File: config.mk
export PLATFORM = sky130hd
export DESIGN_NAME = periodic_timer_slot_table
export DESIGN_NICKNAME = d
export VERILOG_FILES = /design/src/hw/rtl/ptst_pkg.sv /design/src/hw/rtl/ptst_slot_mem.sv /design/src/hw/rtl/ptst_slot_alu.sv /design/src/hw/rtl/periodic_timer_slot_table.sv
export SDC_FILE = /design/constraint.sdc
export NUM_CORES = 1
export LEC_CHECK = 0
export BUFFER_PORTS_ARGS = -buffer_cell sky130_fd_sc_hd__buf_2
export CORE_MARGIN = 2
export CORE_UTILIZATION = 45
export DETAILED_ROUTE_END_ITERATION = 8
export SYNTH_ARGS = -nofsm -noshare
export SYNTH_HDL_FRONTEND = slang
export SYNTH_SLANG_ARGS = --single-unit
File: constraint.sdc
create_clock -name clk -period 7.58 [get_ports clk]
set_input_delay 0.379 -clock clk [delete_from_list [all_inputs] [get_ports clk]]
set_output_delay 0.379 -clock clk [all_outputs]
set_load 0.02 [all_outputs]
File: src/hw/rtl/ptst_pkg.sv
`default_nettype none

package ptst_pkg;

    localparam logic OP_TICK     = 1'b0;
    localparam logic OP_REGISTER = 1'b1;

    localparam logic [1:0] KIND_REGISTERED = 2'd0;
    localparam logic [1:0] KIND_FULL       = 2'd1;
    localparam logic [1:0] KIND_FIRED      = 2'd2;
    localparam logic [1:0] KIND_QUIET      = 2'd3;

    localparam logic [31:0] COUNT_MAX = 32'hFFFF_FFFF;

    typedef struct packed {
        logic        opcode;
        logic [15:0] elapsed_ms;
        logic [15:0] period_ms;
        logic [15:0] start_count;
        logic [7:0]  handler_tag;
    } req_word_t;

    typedef struct packed {
        logic [1:0] kind;
        logic [5:0] slot_index;
        logic [7:0] fired_tag;
        logic       last;
    } rsp_word_t;

    // one memory entry per slot
    typedef struct packed {
        logic [15:0] period;
        logic [31:0] count;
        logic [7:0]  tag;
    } slot_entry_t;

endpackage

`default_nettype wire

File: src/hw/rtl/ptst_slot_mem.sv
`default_nettype none

module ptst_slot_mem
    import ptst_pkg::*;
#(
    parameter int DEPTH = 16,
    parameter int AW    = 4
) (
    input  wire logic        clk,
    input  wire logic        rd_en,
    input  wire logic [AW-1:0] rd_addr,
    output slot_entry_t      rd_data,
    input  wire logic        wr_en,
    input  wire logic [AW-1:0] wr_addr,
    input  wire slot_entry_t wr_data
);

    slot_entry_t mem [DEPTH];
    slot_entry_t rd_data_reg;

    always_ff @(posedge clk)
    begin
        if (wr_en)
        begin
            mem[wr_addr] <= wr_data;
        end
    end

    always_ff @(posedge clk)
    begin
        if (rd_en)
        begin
            rd_data_reg <= mem[rd_addr];
        end
    end

    assign rd_data = rd_data_reg;

endmodule

`default_nettype wire

File: src/hw/rtl/ptst_slot_alu.sv
`default_nettype none

module ptst_slot_alu
    import ptst_pkg::*;
(
    input  wire logic        clk,
    input  wire logic        load,
    input  wire slot_entry_t entry,
    input  wire logic [15:0] elapsed_ms,
    output logic             fire,
    output slot_entry_t      updated
);

    logic [32:0] raw_sum;
    logic [31:0] sum_next;
    logic [31:0] sum_reg;
    logic [15:0] period_reg;
    logic [7:0]  tag_reg;

    // saturating accumulate, registered ahead of the compare
    assign raw_sum  = {1'b0, entry.count} + {17'd0, elapsed_ms};
    assign sum_next = raw_sum[32] ? COUNT_MAX : raw_sum[31:0];

    always_ff @(posedge clk)
    begin
        if (load)
        begin
            sum_reg    <= sum_next;
            period_reg <= entry.period;
            tag_reg    <= entry.tag;
        end
    end

    assign fire = (sum_reg >= {16'd0, period_reg});

    always_comb
    begin
        updated.period = period_reg;
        updated.tag    = tag_reg;
        updated.count  = fire ? (sum_reg - {16'd0, period_reg}) : sum_reg;
    end

endmodule

`default_nettype wire

File: src/hw/rtl/periodic_timer_slot_table.sv
`default_nettype none

// channel | dir | handshake          | word
// req     | in  | req_valid/req_stall | req_word_t: opcode, elapsed, period, start, tag
// rsp     | out | rsp_valid/rsp_stall | rsp_word_t: kind, slot_index, fired_tag, last
//
// Register item: ST_REG loads the result into the output register when it is free.
// Tick item: ST_RD/ST_SUM/ST_UPD per used slot (read, accumulate, compare/write back),
//   then ST_DONE; a new request is taken only once back in ST_IDLE.
// A fired word is held back until the next fire or the tick's end so the final one can carry last.
// Reset empties the table by clearing the fill count; no clearing pass.
// A stalled output blocks the scan only when a second word is ready to go.

module periodic_timer_slot_table
    import ptst_pkg::*;
#(
    parameter int SLOT_COUNT = 16
) (
    input  wire logic  clk,
    input  wire logic  rst_n,
    input  wire logic  req_valid,
    output logic       req_stall,
    input  wire req_word_t req,
    output logic       rsp_valid,
    input  wire logic  rsp_stall,
    output rsp_word_t  rsp
);

    localparam int IDX_W = (SLOT_COUNT > 1) ? $clog2(SLOT_COUNT) : 1;
    localparam int CNT_W = $clog2(SLOT_COUNT + 1);
    localparam logic [CNT_W-1:0] FULL_CNT = CNT_W'(SLOT_COUNT);

    typedef enum logic [5:0] {
        ST_IDLE = 6'b000001,
        ST_REG  = 6'b000010,
        ST_RD   = 6'b000100,
        ST_SUM  = 6'b001000,
        ST_UPD  = 6'b010000,
        ST_DONE = 6'b100000
    } state_t;

    state_t           state_reg, state_next;
    req_word_t        item_reg;
    logic [CNT_W-1:0] fill_reg, fill_next;
    logic [CNT_W-1:0] idx_reg, idx_next;
    logic             pend_valid_reg, pend_valid_next;
    rsp_word_t        pend_reg, pend_next;
    logic             rsp_valid_reg, rsp_valid_next;
    rsp_word_t        rsp_reg, rsp_next;

    logic             out_free;
    logic             accept;
    logic             emit;
    rsp_word_t        emit_word;
    logic             mem_rd_en;
    logic             mem_wr_en;
    logic [IDX_W-1:0] mem_wr_addr;
    slot_entry_t      mem_wr_data;
    slot_entry_t      mem_rd_data;
    logic             alu_fire;
    slot_entry_t      alu_updated;
    logic [15:0]      start_clamped;

    assign out_free  = !rsp_valid_reg || !rsp_stall;
    assign req_stall = (state_reg != ST_IDLE);
    assign accept    = req_valid && !req_stall;
    assign rsp_valid = rsp_valid_reg;
    assign rsp       = rsp_reg;

    assign start_clamped = (item_reg.start_count > item_reg.period_ms)
                         ? item_reg.period_ms : item_reg.start_count;

    ptst_slot_mem #(
        .DEPTH (SLOT_COUNT),
        .AW    (IDX_W)
    ) u_mem (
        .clk     (clk),
        .rd_en   (mem_rd_en),
        .rd_addr (idx_reg[IDX_W-1:0]),
        .rd_data (mem_rd_data),
        .wr_en   (mem_wr_en),
        .wr_addr (mem_wr_addr),
        .wr_data (mem_wr_data)
    );

    ptst_slot_alu u_alu (
        .clk        (clk),
        .load       (state_reg == ST_SUM),
        .entry      (mem_rd_data),
        .elapsed_ms (item_reg.elapsed_ms),
        .fire       (alu_fire),
        .updated    (alu_updated)
    );

    always_comb
    begin
        state_next      = state_reg;
        fill_next       = fill_reg;
        idx_next        = idx_reg;
        pend_valid_next = pend_valid_reg;
        pend_next       = pend_reg;
        emit            = 1'b0;
        emit_word       = pend_reg;
        mem_rd_en       = 1'b0;
        mem_wr_en       = 1'b0;
        mem_wr_addr     = idx_reg[IDX_W-1:0];
        mem_wr_data     = alu_updated;

        unique case (state_reg)
            ST_IDLE:
            begin
                if (accept)
                begin
                    idx_next        = '0;
                    pend_valid_next = 1'b0;
                    if (req.opcode == OP_REGISTER)
                    begin
                        state_next = ST_REG;
                    end
                    else if (fill_reg == '0)
                    begin
                        state_next = ST_DONE;
                    end
                    else
                    begin
                        state_next = ST_RD;
                    end
                end
            end
            ST_REG:
            begin
                if (out_free)
                begin
                    emit = 1'b1;
                    if (fill_reg == FULL_CNT)
                    begin
                        emit_word = '{kind: KIND_FULL, slot_index: '0,
                                      fired_tag: '0, last: 1'b1};
                    end
                    else
                    begin
                        emit_word = '{kind: KIND_REGISTERED,
                                      slot_index: 6'(fill_reg),
                                      fired_tag: item_reg.handler_tag,
                                      last: 1'b1};
                        mem_wr_en   = 1'b1;
                        mem_wr_addr = fill_reg[IDX_W-1:0];
                        mem_wr_data = '{period: item_reg.period_ms,
                                        count: {16'd0, start_clamped},
                                        tag: item_reg.handler_tag};
                        fill_next   = fill_reg + CNT_W'(1);
                    end
                    state_next = ST_IDLE;
                end
            end
            ST_RD:
            begin
                mem_rd_en  = 1'b1;
                state_next = ST_SUM;
            end
            ST_SUM:
            begin
                state_next = ST_UPD;
            end
            ST_UPD:
            begin
                // a new fire pushes out the held word; wait if output is busy
                if (!(alu_fire && pend_valid_reg && !out_free))
                begin
                    mem_wr_en = 1'b1;
                    if (alu_fire)
                    begin
                        emit            = pend_valid_reg;
                        emit_word       = pend_reg;
                        pend_valid_next = 1'b1;
                        pend_next       = '{kind: KIND_FIRED,
                                            slot_index: 6'(idx_reg[IDX_W-1:0]),
                                            fired_tag: alu_updated.tag,
                                            last: 1'b0};
                    end
                    idx_next = idx_reg + CNT_W'(1);
                    if (idx_reg + CNT_W'(1) == fill_reg)
                    begin
                        state_next = ST_DONE;
                    end
                    else
                    begin
                        state_next = ST_RD;
                    end
                end
            end
            ST_DONE:
            begin
                if (out_free)
                begin
                    emit = 1'b1;
                    if (pend_valid_reg)
                    begin
                        emit_word      = pend_reg;
                        emit_word.last = 1'b1;
                    end
                    else
                    begin
                        emit_word = '{kind: KIND_QUIET, slot_index: '0,
                                      fired_tag: '0, last: 1'b1};
                    end
                    pend_valid_next = 1'b0;
                    state_next      = ST_IDLE;
                end
            end
            default:
            begin
                state_next = ST_IDLE;
            end
        endcase
    end

    always_comb
    begin
        rsp_valid_next = rsp_valid_reg;
        rsp_next       = rsp_reg;
        if (emit)
        begin
            rsp_valid_next = 1'b1;
            rsp_next       = emit_word;
        end
        else if (!rsp_stall)
        begin
            rsp_valid_next = 1'b0;
        end
    end

    always_ff @(posedge clk or negedge rst_n)
    begin
        if (!rst_n)
        begin
            state_reg      <= ST_IDLE;
            fill_reg       <= '0;
            idx_reg        <= '0;
            pend_valid_reg <= 1'b0;
            rsp_valid_reg  <= 1'b0;
        end
        else
        begin
            state_reg      <= state_next;
            fill_reg       <= fill_next;
            idx_reg        <= idx_next;
            pend_valid_reg <= pend_valid_next;
            rsp_valid_reg  <= rsp_valid_next;
        end
    end

    always_ff @(posedge clk)
    begin
        if (accept)
        begin
            item_reg <= req;
        end
        pend_reg <= pend_next;
        rsp_reg  <= rsp_next;
    end

    a_fill_bound: assert property (@(posedge clk) disable iff (!rst_n)
        fill_reg <= FULL_CNT)
        else $error("fill count beyond table size");

    a_scan_in_range: assert property (@(posedge clk) disable iff (!rst_n)
        (state_reg == ST_RD || state_reg == ST_SUM || state_reg == ST_UPD)
        |-> idx_reg < fill_reg)
        else $error("scan index past used slots");

    a_no_pend_idle: assert property (@(posedge clk) disable iff (!rst_n)
        (state_reg == ST_IDLE || state_reg == ST_REG) |-> !pend_valid_reg)
        else $error("held fired word outside a tick");

    a_done_last: assert property (@(posedge clk) disable iff (!rst_n)
        (state_reg == ST_DONE && out_free) |=> rsp_valid_reg && rsp_reg.last)
        else $error("end of tick without a last word");

endmodule

`default_nettype wire
==> results of run 1 <==
[synthesized netlist by cell type (16+ instances only)]
| library cell | count | area share [%] |
|---|---|---|
| a211oi_1 | 21 | 0.36 |
| a21oi_1 | 51 | 0.58 |
| buf_1 | 24 | 0.20 |
| clkbuf_1 | 56 | 0.47 |
| dfrtp_1 | 17 | 0.96 |
| edfxtp_1 | 1092 | 74 |
| ha_1 | 51 | 1.4 |
| inv_1 | 49 | 0.41 |
| mux2i_1 | 18 | 0.41 |
| mux4_2 | 280 | 14 |
| nand2_1 | 134 | 1.1 |
| nand3_1 | 19 | 0.21 |
| nor2_1 | 70 | 0.59 |
| nor3_1 | 16 | 0.18 |
| o21ai_0 | 54 | 0.61 |
| xnor2_1 | 21 | 0.41 |
| xor2_1 | 23 | 0.45 |
[cells by family (layout without fill, tap and decap cells)]
logic type	Yosys count	in the layout	share of synthesized area (%)
XOR/XNOR	44	44	0.869
other	1	1	0.00846
multiplexers	310	310	14.9
buffers and inverters	148	443	1.34
AND/OR/NAND/NOR	317	317	3.34
flip-flops	1110	1110	75.0
AO/OA/AOI/OAI	207	207	3.01
adder cells (fa/ha/maj)	53	53	1.53
[worst reg2reg max path: stages (launching register included)]
cell     delay, ns
dfrtp_1       0.45
nor4_1        0.52
nand2_1       0.18
nor3_1        0.21
buf_4         0.21
nand2_1       0.57
o32a_1        0.70
nor2_4        0.72
buf_4         0.77
[worst min-delay path by stage]
| stage | startpoint | endpoint | cells past startpoint |
|---|---|---|---|
| floorplan | rst_n | fill_reg[0]$_DFFE_PN0P_ | 0 |
| global placement | rst_n | rsp_valid$_DFFE_PN0P_ | 1 |
| detailed placement | rst_n | rsp_valid$_DFFE_PN0P_ | 1 |
| CTS | rst_n | idx_reg[4]$_DFFE_PN0P_ | 2 |
| global route | rst_n | state_reg[4]$_DFFE_PN0P_ | 2 |
| finish | rst_n | rsp_valid$_DFFE_PN0P_ | 2 |
[report_power, final]
group	leakage [nW]	switching, mW	internal, mW
sequential	10.1	0.195	7.22
clock	1.70	2.28	3.02
combinational	4.26	1.05	0.564
[final cells by class]
cell class,instances,area (sq um)
Fill cell,7632,47300
Sequential cell,1110,33300
Multi-Input combinational cell,932,10700
Clock buffer,136,2900
Tap cell,1287,1610
Timing Repair Buffer,192,1450
Clock inverter,66,629
Inverter,49,184
[layer usage]
| layer | global-route usage (%) | vias up | share of wire (%) |
|---|---|---|---|
| met5 | 0 | - | 0 |
| li1 | - | 9408 | - |
| met4 | 5.24 | 0 | 2.0 |
| met1 | 30.1 | 11763 | 42 |
| met2 | 34.3 | 845 | 49 |
| met3 | 3.46 | 122 | 6.8 |
[metrics by stage]
step | hold slack [ns] | setup slack (ns) | cell area [sq um] | cells
floorplan | 0.0834 | 2.11 | 44300 | 2190
global placement | 0.338 | 2.87 | 46500 | 3507
detailed placement | 0.351 | 2.86 | 46500 | 3507
CTS | 0.118 | 2.80 | 50700 | 3769
global route | 0.166 | 2.50 | 50700 | 3772
finish | 0.154 | 2.81 | 50700 | 3772
==> impl_results.md, run 1 <==
* Slew margin rel. at under 10%
* Final Hold Viols at 0
* Cts bufs inserted at about 110
* Routed len/inst at roughly 28 um
* Post-Route Utilization at about half
* Worst setup path category: reg -> reg
* Post-Synthesis Cells at about 2200
* Post-route DRC at 0
* Required @ worst endpoint at 7.89 ns
* Async SR Flop Fraction at under 10%
* Depth of the worst register-to-register path at 8
* Post-CTS Repair Setup Buffers at 0
* Core Rows at about 120
* Syn Area/Cell at 20.2 sq um
* Worst Setup Start Kind: register
* Crit-path slowest cell: buf_4
* Longest Clk Path Bufs at 3
* Top FF cell, synth: edfxtp_1
* Ports at 80
* Largest fanout on the critical path at 40
* DR iter-0 viols at between 2000 and 2500
* Die area at approximately 100000 sq um
* Worst path cell trace: nor4_1 > nand2_1 > nor3_1 > buf_4 > nand2_1 > o32a_1 > nor2_4 > buf_4
* Most frequent cells in the layout: edfxtp_1, mux4_2, nand2_1, clkbuf_16, buf_2
* Design Power at ~14 mW
* Leak Pwr at 16.0 nW
* DRT Pass-1 Iters at 5
* CP Data Arrival Time at between 5 and 6 ns
* Initial core utilization at about 45%
* Power density cells at about 280 nW/um^2
* Synth Warn # at 0
* Syn Nets at 2304
* Worst Setup SP: state_reg[4]$_DFFE_PN0P_
* Fin crit share at between 60% and 70%
* Hold crit path type: in -> async
* Antenna Violating Nets Remaining at 0
* Crit-path max cell delay at roughly 0.76 ns
* Post-synth EDFFs at around 1100
* Critical Path Sink: u_mem.mem[1][55]$_DFFE_PP_
* Critical path buffer and inverter count at 2
* Die height at 318 um
* CTS Root Cell: clkbuf_16
* Synthesized area at roughly 44000 sq um
* Final Wtd Congestion at roughly 0.87
* Register area share after synthesis at 75.0%
* CORE AREA at 98000 sq um
* Later-pin clock latency in the skew report at 0.71 ns
* RSZ-0062 raised after global routing: false
* Via density at 5.87
* Fin Clk Skew at about 0.040 ns
* CP Depth at 8
* Largest net degree at the start of global routing at 104
* Hold_buf cts at 60
* Status: completed
* Layout cells sized above 1 at between 20% and 30%
* Die W at around 320 um
* Commonest non-fill, non-tap cell in the layout: edfxtp_1
* Antenna cells at 0
* DRT Wirelength at 107000 um
* Crit Reg-Reg Endpoint: u_mem.mem[1][55]$_DFFE_PP_
* Final HPWL DP at 62100 um
* F_max at ~0.21 GHz
* Yosys reg bits at about 1100
* Synth cell types at 76
* Tmin final at between 4 and 5 ns
* CTS sink count at roughly 1100
* RR Startpoint: state_reg[4]$_DFFE_PN0P_
* Vias in the first global route at ~23000
* Layout area overhead at 14.3%
* Post-CTS Resized at 0
* H-tree Lvls at 3
* Max Cap Violations at 0
* Worst-path clk slew at 0.06 ns
* Cell family with most CP delay: simple AND/OR/NAND/NOR gates
* Nets@finish at ~2500
* Max reg flops at around 900
* Max Slew Vio Count at 0
* CP endpoint kind: register
* CTS tree: yes
* Slew @ Worst Pin at approximately 1.4 ns
* Peak supply drop at between 150 and 200 uV
* # setup viols final at 0
* Grt ovf at 0
* All-Layer GR Usage at 21.1%
* Setup TNS at 0 ns
* Initial antenna violation count at 2
* FF-to-FF setup slack at 2.81 ns
* First-pass GRT wire length at 155000 um
* Port Buf Inserts at slightly below 80
* Routed via count at between 20000 and 25000
No activity file was read; power rests on OpenSTA's default activity.
==> run 2: changes to the inputs <==
--- a/config.mk
+++ b/config.mk
@@ -5,6 +5,7 @@
 export SDC_FILE = /design/constraint.sdc
 export NUM_CORES = 1
 export LEC_CHECK = 0
+export ABC_AREA = 1
 export BUFFER_PORTS_ARGS = -buffer_cell sky130_fd_sc_hd__buf_2
 export CORE_MARGIN = 2
 export CORE_UTILIZATION = 45
==> constraint.sdc (replaced) <==
create_clock -name clk -period 4 [get_ports clk]
set_input_delay 0.2 -clock clk [delete_from_list [all_inputs] [get_ports clk]]
set_output_delay 0.2 -clock clk [all_outputs]
set_load 0.02 [all_outputs]
==> impl_results.md, run 2 <==
* Die height at 324 um (+2.0%)
* CP endpoint kind: register
* Critical path buffer and inverter count at 2 (unchanged)
* Crit-path max cell delay at 0.58 ns (-0.18 ns)
* DR iter-0 viols at 3842 (+69%)
* Adder-cell share of the synthesized area at 1.47% (-0.060 points)
* # setup viols final at 0 (unchanged)
* Crit-path slowest cell: nor2_4
* Reg area at 33300 sq um (unchanged)
* Post-CTS Resized at 0 (unchanged)
* Syn Area/Cell at 12.1 sq um (-40%)
* Worst-path clk slew at 0.07 ns (about the same)
* Initial antenna violation count at 6 (+4)
* DRT Pass-1 Iters at 5 (unchanged)
* Final HPWL DP at 78100 um (+26%)
* Syn Nets at 3941 (+71%)
* Commonest non-fill, non-tap cell in the layout: edfxtp_1
* CP Data Arrival Time at 3.98 ns (-1.10 ns)
* Compound-gate portion of the synthesized area at 11.7% (+8.7 points)
* Status: completed
* First-pass GRT wire length at 194000 um (+25%)
* Largest fanout on the critical path at 18 (-55%)
* Worst setup path category: reg -> reg
* FF-to-FF setup slack at 0.40 ns (-2.41 ns)
* Nets@finish at 4103 (+64%)
* Required @ worst endpoint at 4.38 ns (-3.51 ns)
* Grt ovf at 0 (unchanged)
* H-tree Lvls at 3 (unchanged)
* Number of fillers in the final layout at 8676 (+14%)
* Routed len/inst at 24.2 um (-14%)
* Top FF cell, synth: edfxtp_1
* Power density cells at 571 nW/um^2 (+100%)
* Final Hold Viols at 0 (unchanged)
* Worst Setup Start Kind: register
* Layout cells sized above 1 at 9.80% (-15 points)
* Ports at 80 (unchanged)
* Switching Share at 29.2% (+4.6 points)
* Sequential Power Share at 48.2% (-3.5 points)
* Post-Route Utilization at 52.1% (+0.33 points)
* Later-pin clock latency in the skew report at 0.71 ns (about the same)
* Combinational fraction of design power at 18.1% (+6.8 points)
* Max Cap Violations at 0 (unchanged)
* Leak Pwr at 18.6 nW (+16%)
* Most used cell, CP: nand2_1
* Post-synth EDFFs at 1092 (unchanged)
* Largest net degree at the start of global routing at 196 (+88%)
* Synth cell count leaders: edfxtp_1, nor2_1, o21ai_0, nand2_1, o22ai_1
* Async SR Flop Fraction at 1.62% (unchanged)
* RSZ-0062 raised after global routing: false
* Placed Area at 48800 sq um (+4.9%)
* Synthesized area at 46200 sq um (+4.1%)
* Design Power at 30.2 mW (+110%)
* Die area at 105000 sq um (+4.0%)
* Fin Clk Skew at 0.0324 ns (-0.00715 ns)
* Cts bufs inserted at 112 (+2.8%)
* All-Layer GR Usage at 25.0% (+3.8 points)
* Worst path cell trace: inv_1 > ha_1 > nand2_1 > nor2_2 > nand2_1 > nand2_1 > nor2_4 > nand2_1 > o21ai_0 > nand2_1 > nor2_4 > buf_4
* Largest family of logic cells by synthesized area: compound AO/OA/AOI/OAI gates
* Post-Synthesis Cells at 3827 (+75%)
* CTS sink count at 1110 (unchanged)
* Most frequent cells in the layout: edfxtp_1, nor2_1, o21ai_0, nand2_1, o22ai_1
* Yosys top cell area share at 71.0% (-2.9 points)
* Cell taking the most area after synthesis: edfxtp_1
* Antenna Violating Nets Remaining at 0 (unchanged)
* Mux contribution to synthesized area at 0% (-15 points)
* Cell family with most CP delay: simple AND/OR/NAND/NOR gates
* Switch Pwr at 8.83 mW (+150%)
* Longest Clk Path Bufs at 3 (unchanged)
* Die W at 324 um (+2.0%)
* Pint at 21.4 mW (+98%)
* CTS Root Cell: clkbuf_16
* Simple-Gate Fraction of Synth Area at 11.0% (+7.7 points)
* Top cells by area, synth: edfxtp_1, o21ai_0, nor2_1
* Fin crit share at 90.0% (+27 points)
* Hold crit path type: in -> reg
* Final Wtd Congestion at 0.944 (+8.5%)
* Slew @ Worst Pin at 1.03 ns (-0.329 ns)
* Layout area overhead at 14.8%
* CTS tree: yes
* Synth Warn # at 0 (unchanged)
* Core Rows at 117 (+1.7%)
* Vias in the first global route at 29352 (+30%)
* Via density at 5.74 (-2.2%)
* Register area share after synthesis at 72.0% (-2.9 points)
* Most common cell in the synthesized netlist: edfxtp_1
* XOR/XNOR share of the synthesized area at 0.531% (-0.34 points)
* DRT Wirelength at 132000 um (+24%)
* Post-route cell area at 53000 sq um (+4.5%)
* Peak supply drop at 408 uV (+130%)
* Clock share of power at 33.7% (-3.3 points)
* Post-route DRC at 0 (unchanged)
* Yosys reg bits at 1110 (unchanged)
* Slew margin rel. at 31.0% (+22 points)
* F_max at 0.278 GHz (+32%)
* Area of the multi-input gates at 11500 sq um (+8.0%)
* Synth cell types at 48 (-37%)
* Tmin final at 3.60 ns (-1.17 ns)
* CORE AREA at 102000 sq um (+3.8%)
* Port Buf Inserts at 78 (unchanged)
* Routed via count at 31295 (+41%)
* Initial core utilization at 45.4% (+0.11 points)
* Max reg flops at 896 (unchanged)
* Max Slew Vio Count at 0 (unchanged)
-- run 2: metal layers --
layer	track usage [%]	vias to the layer above	wire, um
met1	36.6	15607	57900
met5	0	-	0
li1	-	14225	-
met2	38.5	1309	60200
met3	3.37	154	9970
met4	8.25	0	3770
-- run 2: final cells by class --
cell class / count / area share, %
tap: 1368 / 3.23
clock buffer: 148 / 5.68
antenna: 2 / 0.00944
inverter: 171 / 1.24
sequential: 1110 / 62.8
timing repair buffer: 257 / 4.30
clock inverter: 57 / 0.999
multi-input combinational: 2337 / 21.8
-- run 2: repair_timing --
item	in CTS	in global routing
hold buffers	62	0
buffers inserted	0	0
endpoints found under the hold margin	85	0
-- run 2: power by group through the flow --
stage                     Clock, mW  Sequential (mW)  Combinational, mW
after CTS                      10.3             14.6               5.47
after global routing           10.8             14.6               5.99
final                          10.2             14.6               5.48
after floorplan                   0             14.7               3.09
after detailed placement          0             14.8               5.40
after global placement            0             14.8               5.37
-- run 2: cells by family (layout without fill, tap and decap cells) --
kind of cell,Yosys count,in the layout
simple gates,1265,1265
flops,1110,1110
compound gates,990,990
buf+inv,380,633
fa+ha+maj,53,53
xor+xnor,28,28
other cells,1,3
-- run 2: per-stage QoR --
stage | std cells | worst slack (ns) | hold slack, ns | setup TNS [ns]
floorplan | 3827 | -0.746 | -0.0956 | -332.90
detailed placement | 5181 | 0.427 | 0.192 | 0
global placement | 5181 | 0.479 | 0.189 | 0
CTS | 5448 | 0.409 | 0.167 | 0
global route | 5448 | 0.209 | 0.196 | 0
finish | 5450 | 0.400 | 0.204 | 0
-- run 2: worst paths after layout --
path | end | depth (start not counted) | start
max in group asynchronous | idx_reg[2]$_DFFE_PN0P_ | 4 | rst_n
max | u_mem.mem[5][3]$_DFFE_PP_ | 12 | fill_reg[0]$_DFFE_PN0P_
min in group asynchronous | state_reg[1]$_DFFE_PN0P_ | 3 | rst_n
min reg2reg | u_alu.tag_reg[6]$_DFFE_PP_ | 0 | u_mem.rd_data[6]$_DFFE_PP_
min | item_reg[12]$_DFFE_PP_ | 2 | req[12]
max reg2reg | u_mem.mem[5][3]$_DFFE_PP_ | 12 | fill_reg[0]$_DFFE_PN0P_
